**src/hdl/assert_macros.svh**
```systemverilog
// Assertion macros shared by the timer queue modules.
// Needs signals named clk and rst_n in the module that uses them.
`ifndef ASSERT_MACROS_SVH
`define ASSERT_MACROS_SVH

// Property checked at every rising clock edge outside reset.
`define DTQ_ASSERT(label, prop, msg) \
  label: assert property (@(posedge clk) disable iff (!rst_n) prop) else $error(msg);

// Consequent checked in the cycle after the antecedent holds.
`define DTQ_ASSERT_NEXT(label, ante, cons, msg) \
  label: assert property (@(posedge clk) disable iff (!rst_n) (ante) |=> (cons)) \
    else $error(msg);

`endif

```
**src/hdl/dtq_pkg.sv**
```systemverilog
// Shared constants, codes and control structs of the deadline timer queue.
// No dependencies.
package dtq_pkg;

  localparam int SLOTS    = 16;
  localparam int SLOT_W   = $clog2(SLOTS);
  localparam int CNT_W    = $clog2(SLOTS + 1);
  localparam int HANDLE_W = 4;
  localparam int TIME_W   = 63;

  localparam int IN_DATA_W  = 192;
  localparam int OUT_DATA_W = 136;

  localparam logic [TIME_W-1:0] MIN_ARM_DELAY = 63'd100;

  localparam logic CMD_ADD  = 1'b0;
  localparam logic CMD_TICK = 1'b1;

  localparam logic [1:0] KIND_ADDED   = 2'd0;
  localparam logic [1:0] KIND_FULL    = 2'd1;
  localparam logic [1:0] KIND_EXPIRED = 2'd2;
  localparam logic [1:0] KIND_NONE    = 2'd3;

  typedef struct packed {
    logic              load;
    logic              sel_step;
    logic              commit;
    logic              min_step;
    logic              calc;
    logic              delay;
    logic              emit;
    logic [SLOT_W-1:0] idx;
  } dtq_cmd_t;

  typedef struct packed {
    logic sel_found;
    logic out_free;
    logic emit_last;
  } dtq_sts_t;

endpackage

```
**src/hdl/dtq_ctrl.sv**
```systemverilog
// Sequencer of the timer queue: walks the slot scans and result emission.
// Depends on dtq_pkg and assert_macros.svh.
`include "assert_macros.svh"
module dtq_ctrl
  import dtq_pkg::*;
(
  input  logic     clk,
  input  logic     rst_n,
  input  logic     in_tvalid,
  input  logic     in_command,
  output logic     in_tready,
  input  dtq_sts_t sts,
  output dtq_cmd_t cmd
);

  localparam logic [2:0] S_IDLE   = 3'd0;
  localparam logic [2:0] S_SEL    = 3'd1;
  localparam logic [2:0] S_COMMIT = 3'd2;
  localparam logic [2:0] S_MIN    = 3'd3;
  localparam logic [2:0] S_CALC   = 3'd4;
  localparam logic [2:0] S_DELAY  = 3'd5;
  localparam logic [2:0] S_EMIT   = 3'd6;

  logic [2:0]        state_r, state_nxt;
  logic [SLOT_W-1:0] idx_r, idx_nxt;
  logic              idx_last;

  assign idx_last  = (idx_r == SLOT_W'(SLOTS - 1));
  assign in_tready = (state_r == S_IDLE);

  always_comb begin
    state_nxt = state_r;
    idx_nxt   = idx_r;
    cmd       = '0;
    cmd.idx   = idx_r;
    unique case (state_r)
      S_IDLE: begin
        if (in_tvalid) begin
          cmd.load  = 1'b1;
          idx_nxt   = '0;
          state_nxt = (in_command == CMD_TICK) ? S_SEL : S_MIN;
        end
      end
      S_SEL: begin
        cmd.sel_step = 1'b1;
        idx_nxt      = idx_r + 1'b1;
        if (idx_last) begin
          state_nxt = S_COMMIT;
        end
      end
      S_COMMIT: begin
        // One pass finds the next expired timer; stop when a pass finds none.
        cmd.commit = 1'b1;
        idx_nxt    = '0;
        state_nxt  = sts.sel_found ? S_SEL : S_MIN;
      end
      S_MIN: begin
        cmd.min_step = 1'b1;
        idx_nxt      = idx_r + 1'b1;
        if (idx_last) begin
          state_nxt = S_CALC;
        end
      end
      S_CALC: begin
        cmd.calc  = 1'b1;
        state_nxt = S_DELAY;
      end
      S_DELAY: begin
        cmd.delay = 1'b1;
        state_nxt = S_EMIT;
      end
      S_EMIT: begin
        if (sts.out_free) begin
          cmd.emit = 1'b1;
          if (sts.emit_last) begin
            state_nxt = S_IDLE;
          end
        end
      end
      default: begin
        state_nxt = S_IDLE;
      end
    endcase
  end

  always_ff @(posedge clk) begin
    if (!rst_n) begin
      state_r <= S_IDLE;
      idx_r   <= '0;
    end else begin
      state_r <= state_nxt;
      idx_r   <= idx_nxt;
    end
  end

  `DTQ_ASSERT(a_accept_leaves_idle, in_tvalid && in_tready |=> state_r != S_IDLE, "busy after accept")
  `DTQ_ASSERT(a_scan_starts_at_zero, $rose(cmd.min_step) |-> idx_r == '0, "scan misaligned")
  `DTQ_ASSERT(a_emit_needs_room, cmd.emit |-> sts.out_free, "emit into full output")

endmodule

```
**src/hdl/dtq_dp.sv**
```systemverilog
// Datapath of the timer queue: slot table, scan units and result register.
// Depends on dtq_pkg and assert_macros.svh.
`include "assert_macros.svh"
module dtq_dp
  import dtq_pkg::*;
(
  input  logic                  clk,
  input  logic                  rst_n,
  input  dtq_cmd_t              cmd,
  output dtq_sts_t              sts,
  input  logic [IN_DATA_W-1:0]  in_tdata,
  input  logic                  in_tuser,
  output logic                  out_tvalid,
  input  logic                  out_tready,
  output logic [OUT_DATA_W-1:0] out_tdata,
  output logic [1:0]            out_tuser,
  output logic                  out_tlast
);

  logic                tick_r;
  logic [TIME_W-1:0]   exp_in_r, iv_in_r, now_r;
  logic [SLOTS-1:0]    valid_r, done_r;
  logic [TIME_W-1:0]   exp_r [SLOTS];
  logic [TIME_W-1:0]   ivl_r [SLOTS];
  logic [SLOT_W-1:0]   order_r [SLOTS];
  logic [CNT_W-1:0]    cnt_r;
  logic [SLOT_W-1:0]   ptr_r;
  logic                found_r;
  logic [TIME_W-1:0]   best_r, best_iv_r;
  logic [SLOT_W-1:0]   best_h_r;
  logic                any_r, free_found_r;
  logic [TIME_W-1:0]   min_r;
  logic [SLOT_W-1:0]   free_h_r;
  logic                res_valid_r, res_changed_r;
  logic [TIME_W-1:0]   res_when_r, delay_r;
  logic                out_valid_r, out_last_r;
  logic [1:0]          out_kind_r;
  logic [OUT_DATA_W-1:0] out_data_r;

  logic                cur_v, cur_done;
  logic [TIME_W-1:0]   cur_e, cur_iv;
  logic [TIME_W:0]     rearm_sum, diff;
  logic [TIME_W-1:0]   rearm_val;
  logic                add_changed;
  logic                emit_last;
  logic [1:0]          e_kind;
  logic [HANDLE_W-1:0] e_handle;
  logic                e_changed;

  assign cur_v    = valid_r[cmd.idx];
  assign cur_done = done_r[cmd.idx];
  assign cur_e    = exp_r[cmd.idx];
  assign cur_iv   = ivl_r[cmd.idx];

  assign rearm_sum = {1'b0, now_r} + {1'b0, best_iv_r};
  assign rearm_val = rearm_sum[TIME_W] ? {TIME_W{1'b1}} : rearm_sum[TIME_W-1:0];
  assign diff      = {1'b0, res_when_r} - {1'b0, now_r};

  assign add_changed = !any_r || (exp_in_r < min_r);

  always_comb begin
    e_kind    = KIND_EXPIRED;
    e_handle  = HANDLE_W'(order_r[ptr_r]);
    e_changed = 1'b0;
    emit_last = ((CNT_W'(ptr_r) + 1'b1) == cnt_r);
    if (!tick_r) begin
      emit_last = 1'b1;
      if (free_found_r) begin
        e_kind    = KIND_ADDED;
        e_handle  = HANDLE_W'(free_h_r);
        e_changed = res_changed_r;
      end else begin
        e_kind   = KIND_FULL;
        e_handle = '0;
      end
    end else if (cnt_r == '0) begin
      emit_last = 1'b1;
      e_kind    = KIND_NONE;
      e_handle  = '0;
    end
  end

  assign sts.sel_found = found_r;
  assign sts.out_free  = !out_valid_r || out_tready;
  assign sts.emit_last = emit_last;

  always_ff @(posedge clk) begin
    if (!rst_n) begin
      valid_r      <= '0;
      done_r       <= '0;
      cnt_r        <= '0;
      ptr_r        <= '0;
      found_r      <= 1'b0;
      any_r        <= 1'b0;
      free_found_r <= 1'b0;
      out_valid_r  <= 1'b0;
    end else begin
      if (out_valid_r && out_tready && !cmd.emit) begin
        out_valid_r <= 1'b0;
      end
      if (cmd.load) begin
        tick_r       <= in_tuser;
        exp_in_r     <= in_tdata[62:0];
        iv_in_r      <= in_tdata[125:63];
        now_r        <= in_tdata[188:126];
        done_r       <= '0;
        cnt_r        <= '0;
        ptr_r        <= '0;
        found_r      <= 1'b0;
        any_r        <= 1'b0;
        free_found_r <= 1'b0;
        min_r        <= '0;
      end
      if (cmd.sel_step) begin
        // Strict compare keeps the lower handle on equal deadlines.
        if (cur_v && !cur_done && (cur_e <= now_r) && (!found_r || cur_e < best_r)) begin
          found_r   <= 1'b1;
          best_r    <= cur_e;
          best_iv_r <= cur_iv;
          best_h_r  <= cmd.idx;
        end
      end
      if (cmd.commit) begin
        found_r <= 1'b0;
        if (found_r) begin
          order_r[cnt_r[SLOT_W-1:0]] <= best_h_r;
          cnt_r            <= cnt_r + 1'b1;
          done_r[best_h_r] <= 1'b1;
          if (best_iv_r != '0) begin
            exp_r[best_h_r] <= rearm_val;
          end else begin
            valid_r[best_h_r] <= 1'b0;
          end
        end
      end
      if (cmd.min_step) begin
        if (cur_v && (!any_r || cur_e < min_r)) begin
          any_r <= 1'b1;
          min_r <= cur_e;
        end
        if (!cur_v && !free_found_r) begin
          free_found_r <= 1'b1;
          free_h_r     <= cmd.idx;
        end
      end
      if (cmd.calc) begin
        res_changed_r <= 1'b0;
        res_valid_r   <= any_r;
        res_when_r    <= min_r;
        if (!tick_r && free_found_r) begin
          valid_r[free_h_r] <= 1'b1;
          exp_r[free_h_r]   <= exp_in_r;
          ivl_r[free_h_r]   <= iv_in_r;
          res_changed_r     <= add_changed;
          res_valid_r       <= 1'b1;
          res_when_r        <= add_changed ? exp_in_r : min_r;
        end
      end
      if (cmd.delay) begin
        if (res_valid_r && (res_when_r > now_r) && (diff[TIME_W-1:0] > MIN_ARM_DELAY)) begin
          delay_r <= diff[TIME_W-1:0];
        end else begin
          delay_r <= MIN_ARM_DELAY;
        end
      end
      if (cmd.emit) begin
        out_valid_r <= 1'b1;
        out_kind_r  <= e_kind;
        out_last_r  <= emit_last;
        out_data_r  <= {4'b0, delay_r, res_when_r, res_valid_r, e_changed, e_handle};
        ptr_r       <= ptr_r + 1'b1;
      end
    end
  end

  assign out_tvalid = out_valid_r;
  assign out_tdata  = out_data_r;
  assign out_tuser  = out_kind_r;
  assign out_tlast  = out_last_r;

  `DTQ_ASSERT(a_cnt_bounded, cnt_r <= CNT_W'(SLOTS), "expired count overflow")
  `DTQ_ASSERT_NEXT(a_commit_marks_done, cmd.commit && found_r, done_r[$past(best_h_r)], "reported slot not marked")
  `DTQ_ASSERT_NEXT(a_add_sets_valid, cmd.calc && !tick_r && free_found_r, valid_r[$past(free_h_r)], "added slot not valid")

endmodule

```
**src/hdl/deadline_timer_queue.sv**
```systemverilog
// Deadline timer queue: a 16-slot table of armed timers with ordered expiry.
// Channels: in_* carries one command item. in_tuser is the command (0 add,
// 1 tick); in_tdata holds expiry_time, repeat_interval and current_time.
// out_* carries result items; out_tuser is the kind, out_tlast marks the
// final result of an input item.
// An add scans all slots once for the earliest deadline and a free slot,
// then steps through the calc and delay states before its result.
// A tick runs one slot scan per expired timer plus one empty scan, each
// closed by a commit state, then the minimum scan. Its results then come
// out at one result per cycle while the receiver takes them.
// One item is processed at a time; in_tready is high only between items.
// The last result may still wait in the output register while the next
// item is taken. If the receiver stalls, emission pauses with it.
// Reset clears every slot's valid bit and the output register's valid bit.
// Depends on dtq_pkg, dtq_ctrl and dtq_dp.
module deadline_timer_queue
  import dtq_pkg::*;
(
  input  logic                  clk,
  input  logic                  rst_n,
  input  logic                  in_tvalid,
  output logic                  in_tready,
  // expiry_time [62:0], repeat_interval [125:63], current_time [188:126]
  input  logic [IN_DATA_W-1:0]  in_tdata,
  // command
  input  logic                  in_tuser,
  output logic                  out_tvalid,
  input  logic                  out_tready,
  // timer_handle [3:0], earliest_changed [4], next_valid [5],
  // next_expiration [68:6], arm_delay [131:69]
  output logic [OUT_DATA_W-1:0] out_tdata,
  // kind
  output logic [1:0]            out_tuser,
  output logic                  out_tlast
);

  dtq_cmd_t cmd;
  dtq_sts_t sts;

  dtq_ctrl u_ctrl (
    .clk        (clk),
    .rst_n      (rst_n),
    .in_tvalid  (in_tvalid),
    .in_command (in_tuser),
    .in_tready  (in_tready),
    .sts        (sts),
    .cmd        (cmd)
  );

  dtq_dp u_dp (
    .clk        (clk),
    .rst_n      (rst_n),
    .cmd        (cmd),
    .sts        (sts),
    .in_tdata   (in_tdata),
    .in_tuser   (in_tuser),
    .out_tvalid (out_tvalid),
    .out_tready (out_tready),
    .out_tdata  (out_tdata),
    .out_tuser  (out_tuser),
    .out_tlast  (out_tlast)
  );

endmodule

```
**config.mk**
```make
export PLATFORM = sky130hd
export DESIGN_NAME = deadline_timer_queue
export DESIGN_NICKNAME = d
export VERILOG_FILES = /design/src/hdl/dtq_pkg.sv /design/src/hdl/dtq_ctrl.sv /design/src/hdl/dtq_dp.sv /design/src/hdl/deadline_timer_queue.sv
export VERILOG_INCLUDE_DIRS = /design/src /design/src/hdl
export SDC_FILE = /design/constraint.sdc
export NUM_CORES = 2
export LEC_CHECK = 0
export BUFFER_PORTS_ARGS = -buffer_cell sky130_fd_sc_hd__buf_2
export CAP_MARGIN = 0
export CORE_AREA = 2 2 545 547
export DETAILED_ROUTE_END_ITERATION = 10
export DIE_AREA = 0 0 547 549
export HOLD_SLACK_MARGIN = 0.12
export PLACE_DENSITY = 0.54
export SYNTH_ARGS = -nofsm -noshare
export SYNTH_HDL_FRONTEND = slang
export SYNTH_SLANG_ARGS = --single-unit
```
**constraint.sdc**
```tcl
create_clock -name clk -period 56.6 [get_ports clk]
set_clock_uncertainty 0.1 [all_clocks]
set_input_delay 14.15 -clock clk [delete_from_list [all_inputs] [get_ports clk]]
set_output_delay 14.15 -clock clk [all_outputs]
set_load 0.01 [all_outputs]
```
==> flow_metrics.env <==
export IMPL_ctsRootBufferMaster="clkbuf_16"
export IMPL_clockBufferDepth=4
export IMPL_grt_pass1_wl_mm=482
export IMPL_pin_count=338
export IMPL_met3_wirelength_mm=20.4
export IMPL_setup_viol_count_final=0
export IMPL_max_stage_delay_ps=1090
export IMPL_crit_path_cell_trace="buf_4 > inv_1 > buf_4 > nor2_1 > nor2_1 > nand2_1 > a41o_1 > buf_4 > inv_2 > buf_4 > a21oi_1"
export IMPL_post_route_period_util=0.309
export IMPL_cts_inserted_buffers=307
export IMPL_wl_per_cell_um=31.1
export IMPL_cts_hold_buf=0
export IMPL_post_synth_inst_count=6425
export IMPL_place_congestion=0.923
export IMPL_firstDrtPassIters=6
export IMPL_hold_path_class="flop to flop"
export IMPL_h_tree_depth=5
export IMPL_drcViolationCount=0
export IMPL_nets=7504
export IMPL_synth_simple_gate_area_frac=0.0405
export IMPL_reg2reg_slack_ps=46070
export IMPL_power_leakage_nw=44.1
export IMPL_post_syn_area_um2=117000
export IMPL_synth_compound_area_frac=0.0508
export IMPL_worst_slew_pin_slew_ps=1280
export IMPL_routed_via_count=64000
export IMPL_path_common_cell="buf_4"
export IMPL_timing_final_crit_period_ps=17480
export IMPL_slew_headroom=0.148
export IMPL_run_status="complete, no violations"
export IMPL_detail_route_vias_per_cell=5.76
export IMPL_synth_seq_area_share=0.709
export IMPL_post_cts_resized_instances=0
export IMPL_final_common_cell="edfxtp_1"
export IMPL_crit_arrival_ps=17870
export IMPL_dominantRegCellSynth="edfxtp_1"
export IMPL_timing_critical_path_fanout_max=51
export IMPL_max_cap_viol_count=0
export IMPL_power_density_nw_per_um2=37.3
export IMPL_placeableCoreArea_um2=295000
export IMPL_top_layer_used="met5"
export IMPL_finalHoldViolCount=0
export IMPL_final_fill_count=25200
export IMPL_sequential_cell_area_um2=83200
export IMPL_ir_drop_uv=27.7
export IMPL_most_frequent_cells_in_the_layout="2730 x edfxtp_1, 660 x mux4_2, 381 x ha_1"
export IMPL_synth_adder_area_share=0.0410
export IMPL_synth_edf_count=2730
export IMPL_total_wire_length_mm=346
export IMPL_drive_gt1_frac=0.237
export IMPL_cp_start_kind="primary input"
export IMPL_required_ps=56990
export IMPL_grt_use_total=0.226
export IMPL_rsz0062_at_grt="no"
export IMPL_tritoncts_clock_tree="built"
export IMPL_post_cts_repair_setup_buffers=0
export IMPL_numClockSinks=2790
export IMPL_post_synth_mux_area_share=0.133
export IMPL_slew_violations=0
export IMPL_cp_slowest_cell="a21oi_1"
export IMPL_grt_start_max_net_pins=131
export IMPL_area_growth_pct=14.1
export IMPL_multi_input_area_um2=32500
export IMPL_first_global_vias=64200
export IMPL_cpLargestDelayFamily="buffers and inverters"
export IMPL_worst_setup_path_type="primary input to flop"
export IMPL_worst_skew_pair_late_latency_ps=910
export IMPL_antenna_found_initial=29
export IMPL_floorplan_die_area_um2=300000
export IMPL_cts_reportedPaths_clkPinSlew_ps=60
export IMPL_ys_seq_elements=2790
export IMPL_holdWs_ps=315
export IMPL_synth_top_family_by_area="multiplexers"
export IMPL_detailroute_wirelength_met2_mm=167
export IMPL_io_buffers=330
export IMPL_start_util=0.398
export IMPL_worst_setup_path_end_kind="flop"
export IMPL_ys_warnings_count=0
export IMPL_grt_overflow_total=0
export IMPL_die_x_um=547
export IMPL_share_of_async_settable_or_async_resettable_flops_after_synthesis=0
export IMPL_hpwl_mm=219
export IMPL_critical_path_n_buffers_inverters=6
export IMPL_detail_route_antenna_nets=0
export IMPL_drt_first_iter_violations=6698
export IMPL_yosysUniqueCellTypes=77
export IMPL_post_synth_cell_area_avg_um2=18.3
export IMPL_synth_xor_xnor_area_share=0.00836
export IMPL_fin_setup_tns_ps=0
export IMPL_fmaxAchievable_ghz=0.0572
export IMPL_chipHeight_um=549
export IMPL_row_count=200
export IMPL_wl_met1_mm=143
layer usage:
metal / vias to the layer above / GRT usage
li1: 27100 / -
met1: 34000 / 0.303
met2: 2288 / 0.372
met3: 541 / 0.0312
met4: 8 / 0.0914
met5: - / 0
sequential cells by signal (all words and copies together) (netlist names), 16 cells and up, named ones only:
register and count:
u_dp.best_r 63, u_dp.res_when_r 63, u_dp.ivl_r 1008, u_dp.done_r 16
u_dp.exp_in_r 63, u_dp.delay_r 63, u_dp.order_r 64, u_dp.out_tdata 132
u_dp.exp_r 1008, u_dp.best_iv_r 63, u_dp.iv_in_r 63, u_dp.valid_r 16
u_dp.now_r 63, u_dp.min_r 63
worst paths after layout:
check,start,end,depth (start not counted)
max,rst_n,u_dp.exp_r[10][14],11
min,u_dp.delay_r[0],u_dp.out_tdata[69],0
min reg2reg,u_dp.delay_r[0],u_dp.out_tdata[69],0
max reg2reg,flop,u_dp.best_iv_r[11],15
power by group:
group	internal, mW	switching, mW
registers	2.35	0.0695
clock network	1.13	0.820
logic	0.272	0.362
cells in the mapped netlist, drive strengths merged, types with 10 or more instances:
cell type  count  share of area
a211oi        19         0.0012
a21o         161          0.010
a21oi        281          0.012
a221o         67         0.0057
a221oi        10        0.00075
a22oi         18         0.0012
a31o          21         0.0016
a31oi         20         0.0011
and2          13        0.00069
and3          30         0.0016
buf           57         0.0022
clkbuf       223         0.0071
dfxtp         60          0.010
edfxtp      2730           0.70
ha           381          0.041
inv          252         0.0081
mux2          66         0.0063
mux4         660           0.13
nand2        222         0.0071
nand2b        49         0.0026
nand3         48         0.0020
nand4        104         0.0055
nor2         332          0.011
nor2b         59         0.0031
nor3          41         0.0017
nor4          34         0.0018
o211ai        13        0.00083
o21a          18         0.0012
o21ai        131         0.0056
o21bai        21         0.0013
o31ai         14        0.00090
or2           11        0.00059
xnor2         65         0.0048
xor2          47         0.0035
cells by family (layout without fill, tap and decap cells):
kind of cell               Yosys count  count (layout)
xor gates and xnor gates           112             112
AOI/OAI and AO/OA                  888             888
and+or+nand+nor                    988             988
DFF                               2790            2790
other                                1               9
adders and majority gates          383             383
muxes                              731             731
buffers and inverters              532            1270
through the flow:
stage,setup slack [ps],area (um^2),utilization,instances,power (mW)
finish,39120,134000,0.454,11100,5.00
floorplan,20460,117000,-,6428,2.87
global placement,38350,124000,0.421,10600,3.09
detailed placement,38260,124000,0.421,10600,3.10
CTS,39190,134000,0.454,11100,5.04
global route,38960,134000,0.454,11100,5.17
cell type report:
| type | count | area share |
|---|---|---|
| diodes | 5 | 0.0000934 |
| clock buffers | 390 | 0.0614 |
| clock inverters | 161 | 0.0110 |
| inverters | 252 | 0.00706 |
| multi-input cells | 3106 | 0.243 |
| flip-flops and latches | 2790 | 0.621 |
| well taps | 3939 | 0.0368 |
| repair buffers | 467 | 0.0201 |
Power figures use the tool's default switching activity.
